### src/sv/bpi_pkg.sv
// ----------------------------------------------------------------------------
// bpi_pkg
// Shared types and constants for the battery percent interpolator: word
// formats, opcodes, level codes, register indexes and divider handshake.
// ----------------------------------------------------------------------------
package bpi_pkg;

	localparam int TABLE_ENTRIES_DEF = 21;

	localparam int OPC_W     = 1;
	localparam int IDX_W     = 5;
	localparam int MV_W      = 16;
	localparam int PCT_W     = 7;
	localparam int LVL_W     = 2;
	localparam int CFG_IDX_W = 1;
	localparam int CFG_W     = 7;
	localparam int QUO_W     = 13;
	localparam int FRAC_W    = 3;

	localparam logic [QUO_W-1:0] STEP_MILLI = QUO_W'(5000);
	localparam logic [QUO_W-1:0] MILLI      = QUO_W'(1000);
	localparam logic [PCT_W-1:0] PCT_FULL   = PCT_W'(100);
	localparam int               PCT_STEP   = 5;

	localparam logic [OPC_W-1:0] OP_WRITE   = 1'b0;
	localparam logic [OPC_W-1:0] OP_CONVERT = 1'b1;

	localparam logic [LVL_W-1:0] LVL_NORMAL   = 2'd0;
	localparam logic [LVL_W-1:0] LVL_LOW      = 2'd1;
	localparam logic [LVL_W-1:0] LVL_CRITICAL = 2'd2;

	localparam logic [CFG_IDX_W-1:0] REG_CRITICAL = 1'b0;
	localparam logic [CFG_IDX_W-1:0] REG_LOW      = 1'b1;

	localparam logic [CFG_W-1:0] CRITICAL_RESET = CFG_W'(10);
	localparam logic [CFG_W-1:0] LOW_RESET      = CFG_W'(20);

	typedef struct packed {
		logic [OPC_W-1:0] opcode;
		logic [IDX_W-1:0] entry_index;
		logic [MV_W-1:0]  entry_millivolts;
		logic [MV_W-1:0]  battery_millivolts;
	} req_word_t;

	typedef struct packed {
		logic [PCT_W-1:0] percent;
		logic [LVL_W-1:0] battery_level;
	} rsp_word_t;

	typedef struct packed {
		logic            start;
		logic [MV_W-1:0] divisor;
	} div_req_t;

	typedef struct packed {
		logic             done;
		logic [QUO_W-1:0] quotient;
	} div_rsp_t;

endpackage

### src/sv/bpi_div.sv
// ----------------------------------------------------------------------------
// bpi_div
// Restoring divider that forms 5000 / divisor, one quotient bit per cycle.
// ----------------------------------------------------------------------------
module bpi_div (
	input  logic              clk,
	input  logic              arst_n,
	input  bpi_pkg::div_req_t req,
	output bpi_pkg::div_rsp_t rsp
);
	import bpi_pkg::*;

	localparam int CNT_W = $clog2(QUO_W);

	logic             busy_q;
	logic             done_q;
	logic [CNT_W-1:0] cnt_q;
	logic [MV_W-1:0]  rem_q;
	logic [MV_W-1:0]  divisor_q;
	logic [QUO_W-1:0] quo_q;
	logic [MV_W:0]    trial;
	logic             qbit;

	// The remainder always stays below the divisor, so it fits in MV_W bits.
	assign trial = {rem_q, STEP_MILLI[cnt_q]};
	assign qbit  = (trial >= {1'b0, divisor_q});

	always_ff @(posedge clk or negedge arst_n) begin
		if (!arst_n) begin
			busy_q <= 1'b0;
			done_q <= 1'b0;
			cnt_q  <= '0;
		end else begin
			done_q <= 1'b0;
			if (req.start) begin
				busy_q <= 1'b1;
				cnt_q  <= CNT_W'(QUO_W - 1);
			end else if (busy_q) begin
				if (cnt_q == '0) begin
					busy_q <= 1'b0;
					done_q <= 1'b1;
				end else begin
					cnt_q <= cnt_q - 1'b1;
				end
			end
		end
	end

	always_ff @(posedge clk) begin
		if (req.start) begin
			divisor_q <= req.divisor;
			rem_q     <= '0;
			quo_q     <= '0;
		end else if (busy_q) begin
			rem_q <= qbit ? MV_W'(trial - {1'b0, divisor_q}) : MV_W'(trial);
			quo_q <= {quo_q[QUO_W-2:0], qbit};
		end
	end

	assign rsp.done     = done_q;
	assign rsp.quotient = quo_q;

endmodule

### src/sv/battery_percent_interpolator_unit.sv
// ----------------------------------------------------------------------------
// battery_percent_interpolator_unit
// Converts a battery voltage to a charge percentage by piecewise-linear
// interpolation in a table of ascending voltages, and classes the result.
// ----------------------------------------------------------------------------
//
//   channel   direction  handshake            word
//   req       in         req_valid/req_ready  table write or convert
//   rsp       out        rsp_valid/rsp_ready  percent and level
//   cfg       in         cfg_we               critical / low threshold
//
// A table write leaves the unit idle. A conversion below the first or at or
// above the last entry ends once those entries are read; otherwise it goes
// on to find segment s by the one-entry-per-cycle table scan over the
// single read port, and then runs the divider.
// Reset clears control state, presets the thresholds; the table is undefined
// until written. A result waiting at the output does not stop the next
// word from being accepted; only the final load waits for the output slot.
// ----------------------------------------------------------------------------
module battery_percent_interpolator_unit #(
	parameter int TABLE_ENTRIES = bpi_pkg::TABLE_ENTRIES_DEF
) (
	input  logic                               clk,
	input  logic                               arst_n,
	input  logic                               req_valid,
	output logic                               req_ready,
	input  bpi_pkg::req_word_t                 req,
	output logic                               rsp_valid,
	input  logic                               rsp_ready,
	output bpi_pkg::rsp_word_t                 rsp,
	input  logic                               cfg_we,
	input  logic [bpi_pkg::CFG_IDX_W-1:0]      cfg_index,
	input  logic [bpi_pkg::CFG_W-1:0]          cfg_wdata
);
	import bpi_pkg::*;

	localparam int AW = $clog2(TABLE_ENTRIES);
	localparam int PW = AW + 3;
	localparam logic [AW-1:0] LAST = AW'(TABLE_ENTRIES - 1);

	typedef enum logic [7:0] {
		ST_IDLE     = 8'b0000_0001,
		ST_RD_FIRST = 8'b0000_0010,
		ST_RD_LAST  = 8'b0000_0100,
		ST_SCAN     = 8'b0000_1000,
		ST_DIV      = 8'b0001_0000,
		ST_MUL      = 8'b0010_0000,
		ST_FIN      = 8'b0100_0000,
		ST_DONE     = 8'b1000_0000
	} state_t;

	state_t state_q, state_d;

	logic [MV_W-1:0]  vmem_q [TABLE_ENTRIES];
	logic [MV_W-1:0]  rdata_q;
	logic [AW-1:0]    rd_addr;
	logic             rd_en;
	logic             wr_en;

	logic [CFG_W-1:0] crit_q, low_q;
	logic [MV_W-1:0]  volt_q;
	logic [MV_W-1:0]  lo_q;
	logic [MV_W-1:0]  offset_q;
	logic [AW-1:0]    idx_q;
	logic [AW-1:0]    seg_q;
	logic [QUO_W-1:0] quo_q;
	logic [QUO_W-1:0] prod_q;
	logic [PCT_W-1:0] pct_q;
	rsp_word_t        rsp_q;
	logic             rsp_valid_q;

	div_req_t         dreq;
	div_rsp_t         drsp;

	logic             accept;
	logic             load_out;
	logic [FRAC_W-1:0] frac;
	logic [PW-1:0]    pct_sum;
	logic [LVL_W-1:0] level;

	bpi_div u_div (
		.clk    (clk),
		.arst_n (arst_n),
		.req    (dreq),
		.rsp    (drsp)
	);

	assign req_ready = (state_q == ST_IDLE);
	assign accept    = req_valid && req_ready;
	assign wr_en     = accept && (req.opcode == OP_WRITE) &&
	                   ({27'd0, req.entry_index} < 32'(TABLE_ENTRIES));
	assign load_out  = (state_q == ST_DONE) && (!rsp_valid_q || rsp_ready);

	// Next state, table read address and divider start.
	always_comb begin
		state_d      = state_q;
		rd_en        = 1'b0;
		rd_addr      = '0;
		dreq.start   = 1'b0;
		dreq.divisor = rdata_q - lo_q;
		case (state_q)
			ST_IDLE: begin
				if (accept && req.opcode == OP_CONVERT) begin
					rd_en   = 1'b1;
					rd_addr = '0;
					state_d = ST_RD_FIRST;
				end
			end
			ST_RD_FIRST: begin
				if (rdata_q > volt_q) begin
					state_d = ST_DONE;
				end else begin
					rd_en   = 1'b1;
					rd_addr = LAST;
					state_d = ST_RD_LAST;
				end
			end
			ST_RD_LAST: begin
				if (rdata_q <= volt_q) begin
					state_d = ST_DONE;
				end else begin
					rd_en   = 1'b1;
					rd_addr = AW'(1);
					state_d = ST_SCAN;
				end
			end
			ST_SCAN: begin
				// The last entry lies above the voltage, so the scan always ends.
				if (rdata_q > volt_q) begin
					dreq.start = 1'b1;
					state_d    = ST_DIV;
				end else begin
					rd_en   = 1'b1;
					rd_addr = idx_q + 1'b1;
				end
			end
			ST_DIV: begin
				if (drsp.done) begin
					state_d = ST_MUL;
				end
			end
			ST_MUL:  state_d = ST_FIN;
			ST_FIN:  state_d = ST_DONE;
			ST_DONE: begin
				if (load_out) begin
					state_d = ST_IDLE;
				end
			end
			default: state_d = ST_IDLE;
		endcase
	end

	// The integer part of seg*5000 / 1000 is exact; only the fraction needs
	// dividing, and the product is known to stay below 5000.
	always_comb begin
		if (prod_q >= 4 * MILLI) begin
			frac = FRAC_W'(4);
		end else if (prod_q >= 3 * MILLI) begin
			frac = FRAC_W'(3);
		end else if (prod_q >= 2 * MILLI) begin
			frac = FRAC_W'(2);
		end else if (prod_q >= MILLI) begin
			frac = FRAC_W'(1);
		end else begin
			frac = '0;
		end
		pct_sum = PW'(seg_q) * PW'(PCT_STEP) + PW'(frac);
	end

	always_comb begin
		if (pct_q < crit_q) begin
			level = LVL_CRITICAL;
		end else if (pct_q < low_q) begin
			level = LVL_LOW;
		end else begin
			level = LVL_NORMAL;
		end
	end

	always_ff @(posedge clk or negedge arst_n) begin
		if (!arst_n) begin
			state_q     <= ST_IDLE;
			rsp_valid_q <= 1'b0;
			crit_q      <= CRITICAL_RESET;
			low_q       <= LOW_RESET;
		end else begin
			state_q <= state_d;
			if (load_out) begin
				rsp_valid_q <= 1'b1;
			end else if (rsp_ready) begin
				rsp_valid_q <= 1'b0;
			end
			if (cfg_we) begin
				case (cfg_index)
					REG_CRITICAL: crit_q <= cfg_wdata;
					REG_LOW:      low_q  <= cfg_wdata;
					default:      ;
				endcase
			end
		end
	end

	// Table memory: one write port, one registered read port.
	always_ff @(posedge clk) begin
		if (wr_en) begin
			vmem_q[AW'(req.entry_index)] <= req.entry_millivolts;
		end
		if (rd_en) begin
			rdata_q <= vmem_q[rd_addr];
		end
	end

	always_ff @(posedge clk) begin
		case (state_q)
			ST_IDLE: begin
				volt_q <= req.battery_millivolts;
				idx_q  <= AW'(1);
			end
			ST_RD_FIRST: begin
				lo_q  <= rdata_q;
				pct_q <= '0;
			end
			ST_RD_LAST: begin
				pct_q <= PCT_FULL;
			end
			ST_SCAN: begin
				if (rdata_q > volt_q) begin
					seg_q    <= idx_q - 1'b1;
					offset_q <= volt_q - lo_q;
				end else begin
					lo_q  <= rdata_q;
					idx_q <= idx_q + 1'b1;
				end
			end
			ST_DIV: begin
				quo_q <= drsp.quotient;
			end
			ST_MUL: begin
				prod_q <= QUO_W'(quo_q * offset_q);
			end
			ST_FIN: begin
				pct_q <= (pct_sum > PW'(PCT_FULL)) ? PCT_FULL : PCT_W'(pct_sum);
			end
			default: ;
		endcase
		if (load_out) begin
			rsp_q.percent       <= pct_q;
			rsp_q.battery_level <= level;
		end
	end

	assign rsp_valid = rsp_valid_q;
	assign rsp       = rsp_q;

endmodule

### config.mk
export PLATFORM = sky130hd
export DESIGN_NAME = battery_percent_interpolator_unit
export DESIGN_NICKNAME = d
export VERILOG_FILES = /design/src/sv/bpi_pkg.sv /design/src/sv/bpi_div.sv /design/src/sv/battery_percent_interpolator_unit.sv
export SDC_FILE = /design/constraint.sdc
export NUM_CORES = 1
export LEC_CHECK = 0
export BUFFER_PORTS_ARGS = -buffer_cell sky130_fd_sc_hd__buf_4
export CAP_MARGIN = 30
export CORE_ASPECT_RATIO = 2
export CORE_MARGIN = 2
export CORE_UTILIZATION = 57
export CTS_CLUSTER_DIAMETER = 50
export CTS_CLUSTER_SIZE = 8
export DETAILED_ROUTE_END_ITERATION = 6
export GPL_TIMING_DRIVEN = 0
export PLACE_DENSITY = 0.77
export SLEW_MARGIN = 20
export SYNTH_ARGS = -nofsm -noshare
export SYNTH_HDL_FRONTEND = slang
export SYNTH_SLANG_ARGS = --single-unit
### constraint.sdc
create_clock -name clk -period 4.8 [get_ports clk]
set_clock_uncertainty 0.1 [all_clocks]
set_input_delay 0.24 -clock clk [delete_from_list [all_inputs] [get_ports clk]]
set_output_delay 0.24 -clock clk [all_outputs]
set_load 0.02 [all_outputs]
# Yosys cells after proc, flatten, opt, wreduce, memory -nomap -nowiden
# Memory sizes are Yosys's and may differ from the RTL's. A register that Yosys moved wholly into a read port is not among the register bits.
# Index checks and enable logic that the tools add are counted.
[totals]
ff_bits = 174
ramBits = 336
mem_bits_ro = 16
input_bits = 51
output_inout_bits = 11
word_cells = 123
mem_count = 2
[mem_list]
columns = ["memory", "depth", "word_bits", "rd", "rd_ports_with_merged_regs", "write_ports", "line_no", "text"]
rows = [
  ["vmem_q", 21, 16, 1, 1, 1, "battery_percent_interpolator_unit.sv:54", "logic [MV_W-1:0] vmem_q [TABLE_ENTRIES];"],
  ["(no name shown)", 16, 1, 1, 0, 0, "bpi_div.sv:25", "assign trial = {rem_q, STEP_MILLI[cnt_q]};"],
]
[op_classes]
addsub = 7
n_mul = 2
magnitude_cmp = 12
n_eq_ne = 14
mux = 43
n_bitwise = 2
n_reduce_logical = 21
[op_table]
columns = ["op", "count"]
rows = [
  ["case mux 8 bit (8 select lines)", 1],
  ["2-to-1 mux 8 bit", 6],
  ["subtractor 16 bit", 3],
  ["2-to-1 mux 16 bit", 2],
  ["case mux 16 bit (2 select lines)", 1],
  [">= comparator 13 x 12 -> 1 bit (second input constant)", 2],
  ["case mux 7 bit (3 select lines)", 1],
  ["2-to-1 mux 1 bit", 19],
  [">= comparator 17 x 16 -> 1 bit", 1],
  ["greater-than comparator 16 bit", 1],
  ["<= comparator 16 bit", 1],
  ["multiplier 13 x 16 -> 13 bit", 1],
  ["2-to-1 mux 5 bit", 3],
  ["case mux 5 bit (3 select lines)", 1],
  ["less-than comparator 7 bit", 2],
  [">= comparator 13 x 10 -> 1 bit (second input constant)", 1],
  [">= comparator 13 x 11 -> 1 bit (second input constant)", 1],
  ["2-to-1 mux 4 bit", 3],
  ["AND reduction 2 bit", 6],
  ["case mux 5 bit (2 select lines)", 1],
  ["adder 8 x 3 -> 8 bit", 1],
  ["== test 8 x 1 -> 1 bit (second input constant)", 1],
  ["== test 8 x 2 -> 1 bit (second input constant)", 1],
  ["== test 8 x 3 -> 1 bit (second input constant)", 1],
  ["other kinds (27)", 40],
]

# Logic depth before layout (Yosys ltp)
# Gate-level depths: netlist (run 1).
[depth]
word_depth = 9
ltp_mapped = 20
mapped_depth_nobuf = 19

# Hierarchy
# Synthesis (run 1) repeated with hierarchy kept, for this count alone.
[hier_totals]
cells_unflattened = 1988
area_unflattened_um2 = 25772.2
[modules_own_cells]
columns = ["module", "instances", "cells_per_inst", "area_per_inst_um2", "seq_area_each_um2"]
rows = [
  ["battery_percent_interpolator_unit", 1, 1661, 22700.5, 13974.7],
  ["bpi_div", 1, 327, 3071.7, 1211.2],
]

# Worst setup path after synthesis (run 1)
# No wires, ideal clock.
[synth_timing]
path_type = "flip-flop to flip-flop"
from = "register quo_q[2]"
to = "register prod_q[12] (data pin)"
setup_ps = 260
t_arrival_ps = 4230
setup_slack_ps = 210
path_stages_with_launch = 18
period_less_slack_ps = 4590
cell_sequence = "edfxtp_1 > clkbuf_1 > and2_1 > fa_1 > fa_1 > inv_1 > fa_1 > inv_1 > fa_1 > inv_1 > fa_1 > xnor2_1 > xnor2_1 > xnor2_1 > xnor2_1 > xnor2_1 > xnor2_1 > xnor2_1"
[synth_between]
elab_chain_cells = 1
[synth_lines]
columns = ["element", "line_no", "text"]
rows = [
  ["start: declaration", "battery_percent_interpolator_unit.sv:66", "logic [QUO_W-1:0] quo_q;"],
  ["start signal: assignment", "battery_percent_interpolator_unit.sv:236", "quo_q <= drsp.quotient;"],
  ["multiplier 13 x 16 -> 13 bit", "battery_percent_interpolator_unit.sv:239", "prod_q <= QUO_W'(quo_q * offset_q);"],
  ["end signal: assignment", "battery_percent_interpolator_unit.sv:239", ""],
  ["end: declaration", "battery_percent_interpolator_unit.sv:67", "logic [QUO_W-1:0] prod_q;"],
]
# Every way passes these cells.
# A chain may end at the register's enable or synchronous reset.

# Final worst setup path (run 1)
[layout_timing]
from = "register offset_q[5]"
to = "register prod_q[12] (data pin)"
[layout_between]
elab_chain_cells = 1
[layout_lines]
columns = ["element", "line_no", "text"]
rows = [
  ["start: declaration", "battery_percent_interpolator_unit.sv:63", "logic [MV_W-1:0] offset_q;"],
  ["start signal: assignment", "battery_percent_interpolator_unit.sv:229", "offset_q <= volt_q - lo_q;"],
  ["multiplier 13 x 16 -> 13 bit", "battery_percent_interpolator_unit.sv:239", ""],
]
# Every way passes these cells.

==> results of run 1 <==
stage by stage:
stage	instances	cell area [sq um]	total power, mW	setup WS (ns)
final	2915	29900	14.0	0.0701
after floorplan	2107	25700	8.14	0.210
after detailed placement	2742	27100	9.20	-0.446
after CTS	2896	29700	14.0	0.00864
after global routing	2915	29900	14.6	-0.0907
after global placement	2726	26900	9.07	-0.387
power by group through the flow:
| stage | Sequential (mW) | Clock [mW] | Combinational [mW] |
|---|---|---|---|
| 2_1_floorplan | 5.70 | 0 | 2.44 |
| 3_3_place_gp | 5.80 | 0 | 3.27 |
| 3_5_place_dp | 5.79 | 0 | 3.41 |
| 4_1_cts | 5.72 | 4.73 | 3.51 |
| 5_1_grt | 5.74 | 4.90 | 3.92 |
| 6_report | 5.72 | 4.70 | 3.56 |
cell families (layout without fill, tap and decap cells):
kind of cell,after synthesis,count (layout),share of synthesized area
and+or+nand+nor,668,668,0.125
DFF,520,520,0.590
AOI/OAI and AO/OA,378,378,0.104
buffers and inverters,256,504,0.0403
adders and majority gates,176,176,0.101
xor gates and xnor gates,76,76,0.0259
muxes,33,33,0.0133
flip-flops by register name (all words and copies together) (netlist names), 4 cells and up:
name             cells
crit_q               7
idx_q                5
lo_q                16
low_q                7
offset_q            13
pct_q                7
prod_q              10
quo_q               13
rdata_q             16
rsp                  9
seg_q                5
state_q              8
u_div.cnt_q          4
u_div.divisor_q     16
u_div.quo_q         13
u_div.rem_q         16
vmem_q             336
volt_q              16
placed cells by master (no fill, tap or decap), types with 10 or more instances in the layout:
master                          synthesis  routed
sky130_fd_sc_hd__buf_2                 32      34
sky130_fd_sc_hd__a2111oi_2             11      11
sky130_fd_sc_hd__xor2_1                15      15
sky130_fd_sc_hd__o21bai_1              10      10
sky130_fd_sc_hd__ha_1                 124     123
sky130_fd_sc_hd__a21oi_1               66      63
sky130_fd_sc_hd__nand2_1              250     248
sky130_fd_sc_hd__nand4_1               17      17
sky130_fd_sc_hd__inv_1                158     154
sky130_fd_sc_hd__a211o_1               17      17
sky130_fd_sc_hd__dfrtp_1               24      24
sky130_fd_sc_hd__a221oi_1              16      16
sky130_fd_sc_hd__a211oi_1              29      29
sky130_fd_sc_hd__a2111oi_0             17      17
sky130_fd_sc_hd__dfxtp_1               29      29
sky130_fd_sc_hd__mux2i_1               24      24
sky130_fd_sc_hd__a31oi_1               19      19
sky130_fd_sc_hd__nand2b_1              12      12
sky130_fd_sc_hd__nor2_1               113      97
sky130_fd_sc_hd__xnor2_1               61      59
sky130_fd_sc_hd__a21o_1                13      13
sky130_fd_sc_hd__buf_4                  7      94
sky130_fd_sc_hd__and3_1                48      48
sky130_fd_sc_hd__clkbuf_1              51      67
sky130_fd_sc_hd__o211a_1               32      32
sky130_fd_sc_hd__nor2b_1               14      14
sky130_fd_sc_hd__clkbuf_16              0      76
sky130_fd_sc_hd__nand3_1               99      99
sky130_fd_sc_hd__fa_1                  52      49
sky130_fd_sc_hd__o21ai_0               95      93
sky130_fd_sc_hd__nor3_1                24      19
sky130_fd_sc_hd__buf_6                  1      14
sky130_fd_sc_hd__nor2_2                 0      16
sky130_fd_sc_hd__and2_1                43      38
sky130_fd_sc_hd__dlygate4sd3_1          0      43
sky130_fd_sc_hd__edfxtp_1             462     462
layer usage:
layer | vias to the layer above | share of wire
met2 | 874 | 0.49
met5 | - | 0
met4 | 0 | 0.059
met3 | 213 | 0.071
met1 | 8674 | 0.38
li1 | 8089 | -
area by class of cell:
class	count	area [sq um]
Clock buffer	101	2000
Buffer	88	407
Inverter	159	597
Fill cell	3097	14800
Multi-Input combinational cell	1331	9640
Timing Repair Buffer	151	1350
Clock inverter	5	75.1
Sequential cell	520	15200
Tap cell	560	701
synth_stat cells, types with 32 or more instances:
cell	instances
sky130_fd_sc_hd__a21oi_1	66
sky130_fd_sc_hd__and2_1	43
sky130_fd_sc_hd__and3_1	48
sky130_fd_sc_hd__buf_2	32
sky130_fd_sc_hd__clkbuf_1	51
sky130_fd_sc_hd__edfxtp_1	462
sky130_fd_sc_hd__fa_1	52
sky130_fd_sc_hd__ha_1	124
sky130_fd_sc_hd__inv_1	158
sky130_fd_sc_hd__nand2_1	250
sky130_fd_sc_hd__nand3_1	99
sky130_fd_sc_hd__nor2_1	113
sky130_fd_sc_hd__o211a_1	32
sky130_fd_sc_hd__o21ai_0	95
sky130_fd_sc_hd__xnor2_1	61
timing repair:
| item | CTS | global route |
|---|---|---|
| hold buffers | 43 | 0 |
| endpoints found under the setup margin | 2 | 17 |
| setup buffers | 14 | 18 |
| endpoints found under the hold margin | 397 | 0 |
| pin swaps | 9 | 24 |
| gates cloned | 0 | 0 |
| gates resized for setup | 7 | 22 |
how the worst max path moves through the flow:
stage,slack (ns),startpoint,endpoint,depth (start not counted)
floorplan,0.21,quo_q[2]$_DFFE_PN_,prod_q[12]$_DFFE_PP_,17
global placement,-0.39,state_q[4]$_DFFE_PN0P_,vmem_q[8][10]$_DFFE_PP_,6
detailed placement,-0.45,quo_q[1]$_DFFE_PN_,prod_q[12]$_DFFE_PP_,17
CTS,0.009,offset_q[3]$_DFFE_PP_,prod_q[12]$_DFFE_PP_,18
global route,-0.09,offset_q[6]$_DFFE_PP_,prod_q[12]$_DFFE_PP_,20
finish,0.07,offset_q[5]$_DFFE_PP_,prod_q[12]$_DFFE_PP_,16
==> impl_results.rst, run 1 <==
.. list-table::
   :header-rows: 1

   * - Metric
     - Value
   * - Clock buffer count from CTS
     - 75
   * - Layer carrying the most global-route usage
     - met2
   * - Yosys warnings
     - 0
   * - Root Driver
     - sky130_fd_sc_hd__clkbuf_16
   * - Required time worst endpoint
     - 5.02 ns
   * - CTS sink count
     - 520
   * - Area of the core
     - 0.0447 sq mm
   * - Routability-driven placement congestion ratio
     - 0.898
   * - Starting density of the core
     - 0.575
   * - Buffers added on ports
     - 59
   * - Cell Pwr Density
     - 467 mW/mm^2
   * - Distinct cells, synth
     - 76
   * - Power Internal
     - 9.65 mW
   * - Clock power frac
     - 0.336
   * - Endpoints failing hold
     - 0
   * - CP Launch Type
     - flop
   * - Most numerous cell on the critical path
     - sky130_fd_sc_hd__fa_1
   * - Final cycle utilization of the critical path
     - 0.985
   * - Number of vias per cell after detailed routing
     - 6.12
   * - Area leader, netlist
     - sky130_fd_sc_hd__edfxtp_1
   * - Wire length of the first global-routing pass
     - 97300 um
   * - Width of the die
     - 154 um
   * - Async S/R FF share, synth
     - 0.0558
   * - Maximum count of clock buffers along a single path
     - 3
   * - Timing-limited maximum frequency
     - 0.211 GHz
   * - Setup TNS
     - 0 ns
   * - Critical path peak fanout
     - 7
   * - Vias in the first global route
     - 18009
   * - Latest clock arrival within the worst-skew pair
     - 0.60 ns
   * - Category of the most critical setup path
     - flop to flop
   * - Worst slew slack as a fraction of its limit
     - 0.370
   * - Layout overhead on the synthesized area
     - 16.4%
   * - Gate family responsible for the most delay along the worst path
     - adder cells
   * - Mean Syn Cell Area
     - 12.2 sq um
   * - Vias after detailed routing
     - 17850
   * - Leakage
     - 12.0 nW
   * - Global route overflow
     - 0
   * - Series of cell instances along the critical path
     - buf_6 > and2_1 > fa_1 > fa_1 > inv_1 > fa_1 > inv_1 > fa_1 > fa_1 > ha_4 > inv_1 > o21bai_1 > a21oi_2 > o21bai_1 > a21oi_2 > xnor2_1
   * - GR Layer Usage met1
     - 0.328
   * - Number of register bits inferred by synthesis
     - 520
   * - Diode insertion count for antenna repair
     - 0
   * - Stage delay of the slowest cell on the critical path
     - 0.56 ns
   * - Sequential share of power
     - 0.409
   * - Die area
     - 0.0469 sq mm
   * - CP arrival
     - 4.95 ns
   * - Largest cells by area after synthesis
     - sky130_fd_sc_hd__edfxtp_1 (54%), sky130_fd_sc_hd__ha_1 (6.0%), sky130_fd_sc_hd__fa_1 (4.0%), sky130_fd_sc_hd__nand2_1 (3.6%), sky130_fd_sc_hd__dfrtp_1 (2.3%)
   * - Final net count
     - 2553
   * - Remaining DRCs
     - 0
   * - Worst Max-Slew Pin Slew
     - 0.944 ns
   * - Site row count
     - 110
   * - WL/cell
     - 21.9 um
   * - Maximum Capacitance Violations
     - 0
   * - DP Wirelength
     - 42900 um
   * - Boundary pin count
     - 62
   * - Global Route met2 Usage
     - 0.461
   * - Net switching power of the design
     - 4.33 mW
   * - Pin count of the biggest net entering global routing
     - 30
   * - Predominant post-synthesis flop cell
     - sky130_fd_sc_hd__edfxtp_1
   * - Fraction of layout instances using a drive strength above 1
     - 0.134
   * - Final count of negative-setup-slack endpoints
     - 0
   * - Hold/Removal Path Class
     - primary input to async pin
   * - Register-to-Register Setup Slack
     - 0.07 ns
   * - Remaining number of nets flagged by the antenna check after routing
     - 0
   * - R2R Path End
     - prod_q[12]$_DFFE_PP_
   * - Max H-tree Level
     - 3
   * - CTS tree
     - done
   * - Run status
     - completed
   * - Worst Hold Slack
     - 0.0394 ns
   * - Depth of the worst register-to-register path
     - 16
   * - DRT Wirelength
     - 63800 um
   * - Cell count after synthesis
     - 2107
   * - Vertical die dimension
     - 304 um
   * - Number of enable flip-flop cells after synthesis
     - 462
   * - Total standard cell area after synthesis
     - 0.0257 sq mm
   * - DRT iter0 DRCs
     - 1590
   * - Area share of the largest cell type after synthesis
     - 0.539
   * - CP endpoint kind
     - flop
   * - Net count after synthesis
     - 2334
   * - Number of pins exceeding their max-slew limit in the final report
     - 0
   * - Register area share after synthesis
     - 0.590
   * - Final min period
     - 4.73 ns
   * - Worst Path Buf+Inv
     - 4
   * - Met3 usage in global routing
     - 0.0389
   * - Final cell utilization of the core
     - 0.669
   * - Slowest stage cell on the critical path
     - sky130_fd_sc_hd__fa_1
   * - Clock-pin slew reported for the worst setup and hold paths after clock tree synthesis
     - 0.05 ns
   * - Setup repair after global routing missed its margin
     - yes
   * - Largest vdd supply drop
     - 409 uV
   * - Part of the power in combinational logic
     - 0.255
   * - Fraction of power spent switching nets
     - 0.310
   * - GRT Util Overall
     - 0.271
   * - Number of optimization iterations in the first detailed-route pass
     - 6
   * - Startpoint of the worst register-to-register path
     - offset_q[5]$_DFFE_PP_
   * - Initial antenna violation count
     - 1
Note: power is estimated with default switching activity, not from simulation.
==> run 2: changes to the inputs <==
- ABC_AREA: unset -> 1
==> impl_results.rst, run 2 <==
.. list-table::
   :header-rows: 1

   * - Metric
     - Value
   * - Site row count
     - 112 (+1.8%)
   * - Vertical die dimension
     - 310 um (+1.9%)
   * - Critical path peak fanout
     - 5 (-2)
   * - Async S/R FF share, synth
     - 0.0558 (unchanged)
   * - Total of fill cells in the finished design
     - 3438 (+11%)
   * - Remaining number of nets flagged by the antenna check after routing
     - 0 (unchanged)
   * - Clock-pin slew reported for the worst setup and hold paths after clock tree synthesis
     - 0.05 ns (about the same)
   * - Hold/Removal Path Class
     - primary input to async pin
   * - Pre-CTS WS
     - -0.251 ns (+0.195 ns)
   * - DRT iter0 DRCs
     - 1419 (-11%)
   * - Diode insertion count for antenna repair
     - 0 (unchanged)
   * - Setup TNS
     - 0 ns (unchanged)
   * - CTS tree
     - done
   * - Number of optimization iterations in the first detailed-route pass
     - 7 (+1)
   * - Maximum Capacitance Violations
     - 0 (unchanged)
   * - Required time worst endpoint
     - 5.01 ns (about the same)
   * - Number of pins exceeding their max-slew limit in the final report
     - 0 (unchanged)
   * - Run status
     - completed
   * - Timing-limited maximum frequency
     - 0.211 GHz (-0.38%)
   * - GRT Util Overall
     - 0.320 (+0.0494)
   * - Largest cells by area after synthesis
     - sky130_fd_sc_hd__edfxtp_1 (52%), sky130_fd_sc_hd__inv_1 (6.7%), sky130_fd_sc_hd__nand3_1 (6.4%), sky130_fd_sc_hd__nand2_1 (6.1%), sky130_fd_sc_hd__ha_1 (5.8%)
   * - Register area share after synthesis
     - 0.568 (-0.0225)
   * - Mean Syn Cell Area
     - 10.3 sq um (-16%)
   * - Pin count of the biggest net entering global routing
     - 30 (unchanged)
   * - Vias after detailed routing
     - 19602 (+9.8%)
   * - CP arrival
     - 4.95 ns (about the same)
   * - Initial antenna violation count
     - 0 (-1)
   * - WL/cell
     - 22.0 um (+0.39%)
   * - Largest vdd supply drop
     - 289 uV (-29%)
   * - CP Launch Type
     - flop
   * - Max H-tree Level
     - 3 (unchanged)
   * - DRT Wirelength
     - 76600 um (+20%)
   * - Starting density of the core
     - 0.575 (about the same)
   * - Cell count after synthesis
     - 2594 (+23%)
   * - Worst Max-Slew Pin Slew
     - 0.953 ns (+0.00879 ns)
   * - Area leader, netlist
     - sky130_fd_sc_hd__edfxtp_1
   * - Setup slack of the critical path after layout
     - 0.0518 ns (-0.0182 ns)
   * - Die area
     - 0.0488 sq mm (+3.9%)
   * - Area of the core
     - 0.0465 sq mm (+4.0%)
   * - Leakage
     - 13.8 nW (+15%)
   * - Fraction of layout instances using a drive strength above 1
     - 0.126 (-0.00787)
   * - Post-placement cell area
     - 0.0283 sq mm (+4.3%)
   * - CTS sink count
     - 520 (unchanged)
   * - DP Wirelength
     - 55300 um (+29%)
   * - Distinct cells, synth
     - 52 (-32%)
   * - Final cycle utilization of the critical path
     - 0.989 (+0.00380)
   * - Latest clock arrival within the worst-skew pair
     - 0.61 ns (about the same)
   * - Boundary pin count
     - 62 (unchanged)
   * - Leading cell type in the layout, fill and taps excluded
     - sky130_fd_sc_hd__inv_1
   * - Vias in the first global route
     - 20287 (+13%)
   * - Net count after synthesis
     - 2821 (+21%)
   * - Routability-driven placement congestion ratio
     - 0.986 (+9.9%)
   * - Number of register bits inferred by synthesis
     - 520 (unchanged)
   * - Top-count cell post-synth
     - sky130_fd_sc_hd__inv_1
   * - Summed area of non-filler cells in the final layout
     - 0.0313 sq mm (+4.5%)
   * - Final min period
     - 4.75 ns (+0.0182 ns)
   * - Endpoints failing hold
     - 0 (unchanged)
   * - Layout overhead on the synthesized area
     - 17.1%
   * - Predominant post-synthesis flop cell
     - sky130_fd_sc_hd__edfxtp_1
   * - CP endpoint kind
     - flop
   * - Buffers added on ports
     - 61 (+3.4%)
   * - Remaining DRCs
     - 0 (unchanged)
   * - Worst slew slack as a fraction of its limit
     - 0.358 (-0.0119)
   * - Post-synth top cells
     - sky130_fd_sc_hd__inv_1 (478), sky130_fd_sc_hd__edfxtp_1 (462), sky130_fd_sc_hd__nand2_1 (435)
   * - Final net count
     - 3051 (+20%)
   * - Root Driver
     - sky130_fd_sc_hd__clkbuf_16
   * - Maximum count of clock buffers along a single path
     - 3 (unchanged)
   * - Flip-flop count of the largest register, all copies and words added
     - 336 (unchanged)
   * - Final count of negative-setup-slack endpoints
     - 0 (unchanged)
   * - Commonest non-fill, non-tap cells in the layout
     - sky130_fd_sc_hd__inv_1 (474), sky130_fd_sc_hd__edfxtp_1 (462), sky130_fd_sc_hd__nand2_1 (430)
   * - Number of vias per cell after detailed routing
     - 5.62 (-8.1%)
   * - Width of the die
     - 157 um (+1.9%)
   * - Number of enable flip-flop cells after synthesis
     - 462 (unchanged)
   * - Global route overflow
     - 0 (unchanged)
   * - Category of the most critical setup path
     - flop to flop
   * - Total standard cell area after synthesis
     - 0.0267 sq mm (+4.0%)
   * - Wire length of the first global-routing pass
     - 114000 um (+17%)
   * - Clock buffer count from CTS
     - 76 (+1.3%)
   * - Register containing the most flip-flops in the final layout
     - vmem_q
   * - Area share of the largest cell type after synthesis
     - 0.519 (-0.0205)
   * - Post-route total power
     - 12.3 mW (-12%)
   * - Yosys warnings
     - 0 (unchanged)
   * - Cell Pwr Density
     - 392 mW/mm^2 (-16%)
## run 2: changes by cell type after synthesis, moves of 42 or more
cell                       previous run  this run
sky130_fd_sc_hd__and2_1              43         1
sky130_fd_sc_hd__and3_1              48         0
sky130_fd_sc_hd__inv_1              158       478
sky130_fd_sc_hd__nand2_1            250       435
sky130_fd_sc_hd__nand3_1             99       343
sky130_fd_sc_hd__nand3b_1             6        66
## run 2: what timing repair did
item	CTS	global route
pin swaps	1	37
endpoints found under the hold margin	398	0
endpoints found under the setup margin	2	2
setup buffers	14	15
hold buffers	51	0
resized for setup	1	27
## run 2: area by class of cell
cell class                 count  area [sq um]  area share
tap                          627           785      0.0251
buffer                        90           462      0.0147
clock buffer                 102          2010      0.0642
clock inverter                10           201     0.00644
multi-input combinational   1488          9390       0.300
sequential                   520         15200       0.485
inverter                     487          1830      0.0584
timing repair buffer         161          1440      0.0458
## run 2: cells by family after synthesis
logic type	after synthesis	synth area share
fa+ha+maj	176	0.0970
buf+inv	586	0.0870
flops	520	0.568
simple gates	1024	0.177
compound gates	216	0.0470
xor+xnor	72	0.0236
## run 2: where the power goes
group	leakage [nW]	switching, mW	internal (mW)
sequential	4.81	0.145	5.26
clock	1.06	1.95	2.98
combinational	7.90	1.28	0.659
total	13.8	3.37	8.90
## run 2: per-stage QoR
step	instances	util	hold WS [ns]
2_1_floorplan	2594	-	-0.156
3_3_place_gp	3282	0.601	0.0796
3_5_place_dp	3302	0.608	0.0848
4_1_cts	3470	0.668	0.00194
5_1_grt	3485	0.673	0.0392
6_report	3485	0.673	0.0165
## run 2: worst max-delay path: stages (launching register included)
cell and delay (ns):
sky130_fd_sc_hd__edfxtp_1 0.48, sky130_fd_sc_hd__buf_6 0.16, sky130_fd_sc_hd__nand2_1 0.08, sky130_fd_sc_hd__fa_1 0.55, sky130_fd_sc_hd__inv_1 0.05, sky130_fd_sc_hd__fa_1 0.51
sky130_fd_sc_hd__fa_1 0.50, sky130_fd_sc_hd__ha_1 0.29, sky130_fd_sc_hd__inv_1 0.05, sky130_fd_sc_hd__fa_1 0.49, sky130_fd_sc_hd__inv_2 0.06, sky130_fd_sc_hd__ha_4 0.23
sky130_fd_sc_hd__a21oi_2 0.17, sky130_fd_sc_hd__nand2_2 0.09, sky130_fd_sc_hd__a21oi_2 0.13, sky130_fd_sc_hd__o21bai_1 0.09, sky130_fd_sc_hd__nand2_1 0.07, sky130_fd_sc_hd__nand2_1 0.06
sky130_fd_sc_hd__a21oi_2 0.16, sky130_fd_sc_hd__xor2_1 0.10
## run 2: worst paths after layout
check                      depth (start not counted)  slack (ns)                         start                    endpoint
setup / recovery                                  19        0.05            quo_q[1]$_DFFE_PN_        prod_q[12]$_DFFE_PP_
hold / removal                                     2        0.02                        arst_n  u_div.cnt_q[0]$_DFFE_PN0P_
setup reg to reg                                  19        0.05            quo_q[1]$_DFFE_PN_        prod_q[12]$_DFFE_PP_
hold reg to reg                                    0        0.34  u_div.quo_q[12]$_SDFFE_PP0P_         quo_q[12]$_DFFE_PN_
max in group asynchronous                          2        4.26                        arst_n      state_q[0]$_DFFE_PN1P_
min in group clk                                   3        0.06                       req[34]     vmem_q[20][3]$_DFFE_PP_
## run 2: routing by layer
layer  wire, um  share of wire  GRT usage
met3       3790          0.049     0.0379
met2      42000           0.55      0.609
met4       7310          0.095      0.275
met5          0              0          0
met1      23500           0.31      0.293
